<file path="src/hdl/opf_pkg.sv">
// Package for the oil paint pixel filter.
// Holds controller states, command/status bundles and fixed constants.
// No dependencies.
`timescale 1ns / 1ps

package opf_pkg;

	// configuration register indexes
	localparam logic [1:0] REG_WIDTH  = 2'd0;
	localparam logic [1:0] REG_HEIGHT = 2'd1;
	localparam logic [1:0] REG_RADIUS = 2'd2;
	localparam logic [1:0] REG_LEVELS = 2'd3;

	localparam int CFG_DATA_W = 13;
	localparam int MAX_HEIGHT = 4096;

	// reset values of the configuration registers
	localparam logic [10:0] RST_WIDTH  = 11'd1024;
	localparam logic [12:0] RST_HEIGHT = 13'd768;
	localparam logic [3:0]  RST_RADIUS = 4'd3;
	localparam logic [5:0]  RST_LEVELS = 6'd20;

	// bin = (2*s*lev + 765) / 1530, done as a multiply by 2^28/1530 rounded up
	localparam logic [16:0] BIN_BIAS  = 17'd765;
	localparam logic [17:0] BIN_RECIP = 18'd175449;

	typedef enum logic [8:0] {
		S_IDLE  = 9'b000000001,
		S_WIN   = 9'b000000010,
		S_DRAIN = 9'b000000100,
		S_SEL   = 9'b000001000,
		S_SELW  = 9'b000010000,
		S_RD    = 9'b000100000,
		S_DLD   = 9'b001000000,
		S_DIV   = 9'b010000000,
		S_OUT   = 9'b100000000
	} state_t;

	typedef struct packed {
		logic load;
		logic win_step;
		logic sel_step;
		logic rd_best;
		logic div_load;
		logic div_step;
		logic out_load;
	} cmd_t;

	typedef struct packed {
		logic interior;
		logic win_last;
		logic acc_idle;
		logic sel_last;
		logic div_last;
	} sts_t;

endpackage

</file>
<file path="src/hdl/opf_ctrl.sv">
// Controller of the oil paint pixel filter: sequences one pixel at a time.
// Depends on opf_pkg.
`timescale 1ns / 1ps

module opf_ctrl (
	input  logic          clk,
	input  logic          arst_n,
	input  logic          in_valid,
	output logic          in_ready,
	output logic          out_valid,
	input  logic          out_ready,
	input  opf_pkg::sts_t sts,
	output opf_pkg::cmd_t cmd
);
	import opf_pkg::*;

	state_t state_q, state_d;
	logic   out_valid_q;

	// next state and commands
	always_comb begin
		state_d  = state_q;
		cmd      = '0;
		in_ready = 1'b0;
		case (state_q)
			S_IDLE: begin
				in_ready = 1'b1;
				if (in_valid) begin
					cmd.load = 1'b1;
					state_d  = sts.interior ? S_WIN : S_OUT;
				end
			end
			S_WIN: begin
				cmd.win_step = 1'b1;
				if (sts.win_last) state_d = S_DRAIN;
			end
			S_DRAIN: begin
				if (sts.acc_idle) state_d = S_SEL;
			end
			S_SEL: begin
				cmd.sel_step = 1'b1;
				if (sts.sel_last) state_d = S_SELW;
			end
			S_SELW: state_d = S_RD;
			S_RD: begin
				cmd.rd_best = 1'b1;
				state_d     = S_DLD;
			end
			S_DLD: begin
				cmd.div_load = 1'b1;
				state_d      = S_DIV;
			end
			S_DIV: begin
				cmd.div_step = 1'b1;
				if (sts.div_last) state_d = S_OUT;
			end
			S_OUT: begin
				if (!out_valid_q || out_ready) begin
					cmd.out_load = 1'b1;
					state_d      = S_IDLE;
				end
			end
			default: state_d = S_IDLE;
		endcase
	end

	// hold state and output valid
	always_ff @(posedge clk or negedge arst_n) begin
		if (!arst_n) begin
			state_q     <= S_IDLE;
			out_valid_q <= 1'b0;
		end else begin
			state_q <= state_d;
			if (cmd.out_load) out_valid_q <= 1'b1;
			else if (out_ready) out_valid_q <= 1'b0;
		end
	end

	assign out_valid = out_valid_q;

endmodule

</file>
<file path="config.mk">
export PLATFORM = sky130hd
export DESIGN_NAME = opf_ctrl
export DESIGN_NICKNAME = d
export VERILOG_FILES = /design/src/hdl/opf_pkg.sv /design/src/hdl/opf_ctrl.sv
export SDC_FILE = /design/constraint.sdc
export NUM_CORES = 1
export LEC_CHECK = 0
export BUFFER_PORTS_ARGS = -buffer_cell sky130_fd_sc_hd__buf_2
export CAP_MARGIN = 5
export CORE_MARGIN = 2
export CORE_UTILIZATION = 36
export DETAILED_ROUTE_END_ITERATION = 16
export MAX_ROUTING_LAYER = met4
export PLACE_DENSITY_LB_ADDON = 0.12
export SYNTH_ARGS = -nofsm -noshare
export SYNTH_HDL_FRONTEND = slang
export SYNTH_SLANG_ARGS = --single-unit
</file>
<file path="constraint.sdc">
create_clock -name clk -period 2.9 [get_ports clk]
set_input_delay 0.145 -clock clk [delete_from_list [all_inputs] [get_ports clk]]
set_output_delay 0.145 -clock clk [all_outputs]
set_load 0.02 [all_outputs]
</file>
==> flow_metrics.env <==
export IMPL_dieArea_mm2=0.00224
export IMPL_skew_ps=4.57
export IMPL_outcome="complete, no violations"
export IMPL_setup_viol=0
export IMPL_num_rows=15
export IMPL_pwr_density_cell_mw_per_mm2=899
export IMPL_critPathMaxFanout=8
export IMPL_core_mm2=0.00175
export IMPL_slew_violations=0
export IMPL_drive_gt1_frac=0.278
export IMPL_swShare=0.449
export IMPL_die_w_um=47.3
export IMPL_required_ps=2760
export IMPL_die_h_um=47.3
export IMPL_netlist_instances=78
export IMPL_area_delta_synth_final_pct=19.7
export IMPL_viasPerCell=5.25
export IMPL_tightest_slew_ps=557
export IMPL_place_congestion=0.806
export IMPL_start_util=0.386
export IMPL_yosys_top_cells_area="dfrtp_1 33%, nand2b_1 4.6%, nor3b_1 4.5%, dfstp_2 3.9%, nor2_1 3.9%"
export IMPL_wl_um=1520
export IMPL_combPwrFrac=0.536
export IMPL_grt_max_degree=11
export IMPL_synth_edf_count=0
export IMPL_insertion_delay_ps=270
export IMPL_synth_cell_types=38
export IMPL_p_int_mw=0.400
export IMPL_clockBufferDepth=2
export IMPL_drc=0
export IMPL_grt_pass1_wl_um=2370
export IMPL_clk_pin_slew_ps=70
export IMPL_syn_cell_area_um2=674
export IMPL_synth_commonest_cells="9 x dfrtp_1, 7 x nor2_1, 5 x nand2_1, 5 x nand2b_1"
export IMPL_wl_per_cell_um=12.5
export IMPL_dpl_cell_count=117
export IMPL_cts_root_buf="clkbuf_4"
export IMPL_h_tree_depth=1
export IMPL_synth_top_area_frac=0.334
export IMPL_leakage_nw=0.372
export IMPL_grtUsageTotal=0.163
export IMPL_rsz0062_at_grt="false"
export IMPL_place_hpwl_um=1180
export IMPL_antenna_found_initial=0
export IMPL_final_cells=122
export IMPL_yosys_area_top_type="dfrtp_1"
export IMPL_grt_overflow=0
export IMPL_hold_buffers=1
export IMPL_drt_pass1_iterations=4
export IMPL_maxCapViolCount=0
export IMPL_synth_seq_area_share=0.373
export IMPL_max_clock_freq_mhz=435
export IMPL_port_buffers=17
export IMPL_tns_ps=0
export IMPL_synthFlopType="dfrtp_1"
export IMPL_ys_async_sr_fraction=1.00
export IMPL_post_cts_buffers=0
export IMPL_yosys_warnings=0
export IMPL_fin_crit_ps=2300
export IMPL_crit_type="flop to output pin"
export IMPL_nNetsFinal=107
export IMPL_vias=640
export IMPL_slew_headroom=0.625
export IMPL_io_pins=18
export IMPL_critPathLaunchType="flop"
export IMPL_vdd_drop_max_uv=399
export IMPL_min_period_over_period=0.793
export IMPL_synth_nets=87
export IMPL_hold_viol_final=0
export IMPL_ant_nets=0
export IMPL_critPathCaptureType="output pin"
export IMPL_yosysMostFrequentCell="dfrtp_1"
export IMPL_postSynthAreaPerCell_um2=8.65
export IMPL_p_seq_frac=0.318
export IMPL_cts_resized=0
export IMPL_critPathArrivalTime_ps=2150
export IMPL_first_global_vias=535
export IMPL_clockPowerShare=0.146
export IMPL_cts_sinks=10
export IMPL_cts_buffers=3
export IMPL_p_switching_mw=0.326
export IMPL_cts_tree="done"
export IMPL_hold_class="primary input to flop"
export IMPL_drt_iter0_markers=19
export IMPL_diodes=0
export IMPL_yosys_register_bits=10
==> power by group through the flow <==
| stage | clock network (mW) | registers [mW] | logic, mW |
|---|---|---|---|
| after floorplan | 0 | 0.216 | 0.314 |
| after global placement | 0 | 0.233 | 0.387 |
| after detailed placement | 0 | 0.232 | 0.388 |
| after CTS | 0.109 | 0.230 | 0.391 |
| after global routing | 0.119 | 0.237 | 0.429 |
| final | 0.106 | 0.231 | 0.389 |
==> layout make-up <==
class	instances	area [um^2]
clock buffers	4	26.3
fillers	176	938
inverters	3	11.3
multi-input cells	62	392
flip-flops and latches	10	251
well taps	25	31.3
repair buffers	18	95.1
==> flip-flops by register name, indices dropped and copies added, names as in the netlist <==
name       flops
out_valid      1
state_q        9
==> layer usage <==
metal	track usage	wire length (um)	up-vias
met5	-	0	-
met4	0.0833	27	0
met3	0.0462	58	4
met2	0.238	687	19
met1	0.202	749	295
li1	-	-	322
==> per-stage QoR <==
step	hold slack (ps)	utilization	power, mW	cell area, um^2	worst slack [ps]
2_1_floorplan	-151	-	0.530	674	898
3_3_place_gp	22.0	0.442	0.621	771	833
3_5_place_dp	25.5	0.442	0.620	771	823
4_1_cts	71.1	0.462	0.730	807	607
5_1_grt	88.1	0.462	0.785	807	399
6_report	77.2	0.462	0.725	807	601
==> cells in the final DEF, fill, tap and decap left out, drive strengths merged, types with 2 or more instances in the layout <==
master and n:
buf 17, and2 2, inv 3, o22ai 2
o21ai 4, clkbuf 4, nor3b 4, a21boi 2
nand3 2, nand2b 5, dfrtp 9, nor3 4
nor4 4, nand2 5, or4 2, nor2b 4
nor2 8
==> kinds of logic (layout without fill, tap and decap cells) <==
group / after synthesis / in the layout / synth area share
simple gates: 44 / 44 / 0.397
compound gates: 17 / 17 / 0.171
flops: 10 / 10 / 0.373
buf+inv: 6 / 25 / 0.0464
xor+xnor: 1 / 1 / 0.0130
==> final timing paths <==
| path | startpoint | to | slack [ps] | depth (start not counted) |
|---|---|---|---|---|
| worst min register to register | out_valid | out_valid | 560 | 2 |
| worst max-delay path | state_q[4] | cmd[6] | 600 | 6 |
| min in group asynchronous | arst_n | out_valid | 260 | 2 |
| worst min-delay path | in_valid | state_q[0] | 80 | 2 |
| worst max register to register | state_q[2] | state_q[2] | 810 | 5 |
| max in group asynchronous | arst_n | state_q[0] | 2380 | 2 |
==> worst max-delay path: stages (launching register included) <==
cell     delay (ps)
dfrtp_1         450
nor4_1          550
nor2b_1         360
nand3_1         190
inv_2            80
and2_1          110
buf_2           150
(Power assumes the default switching activity.)
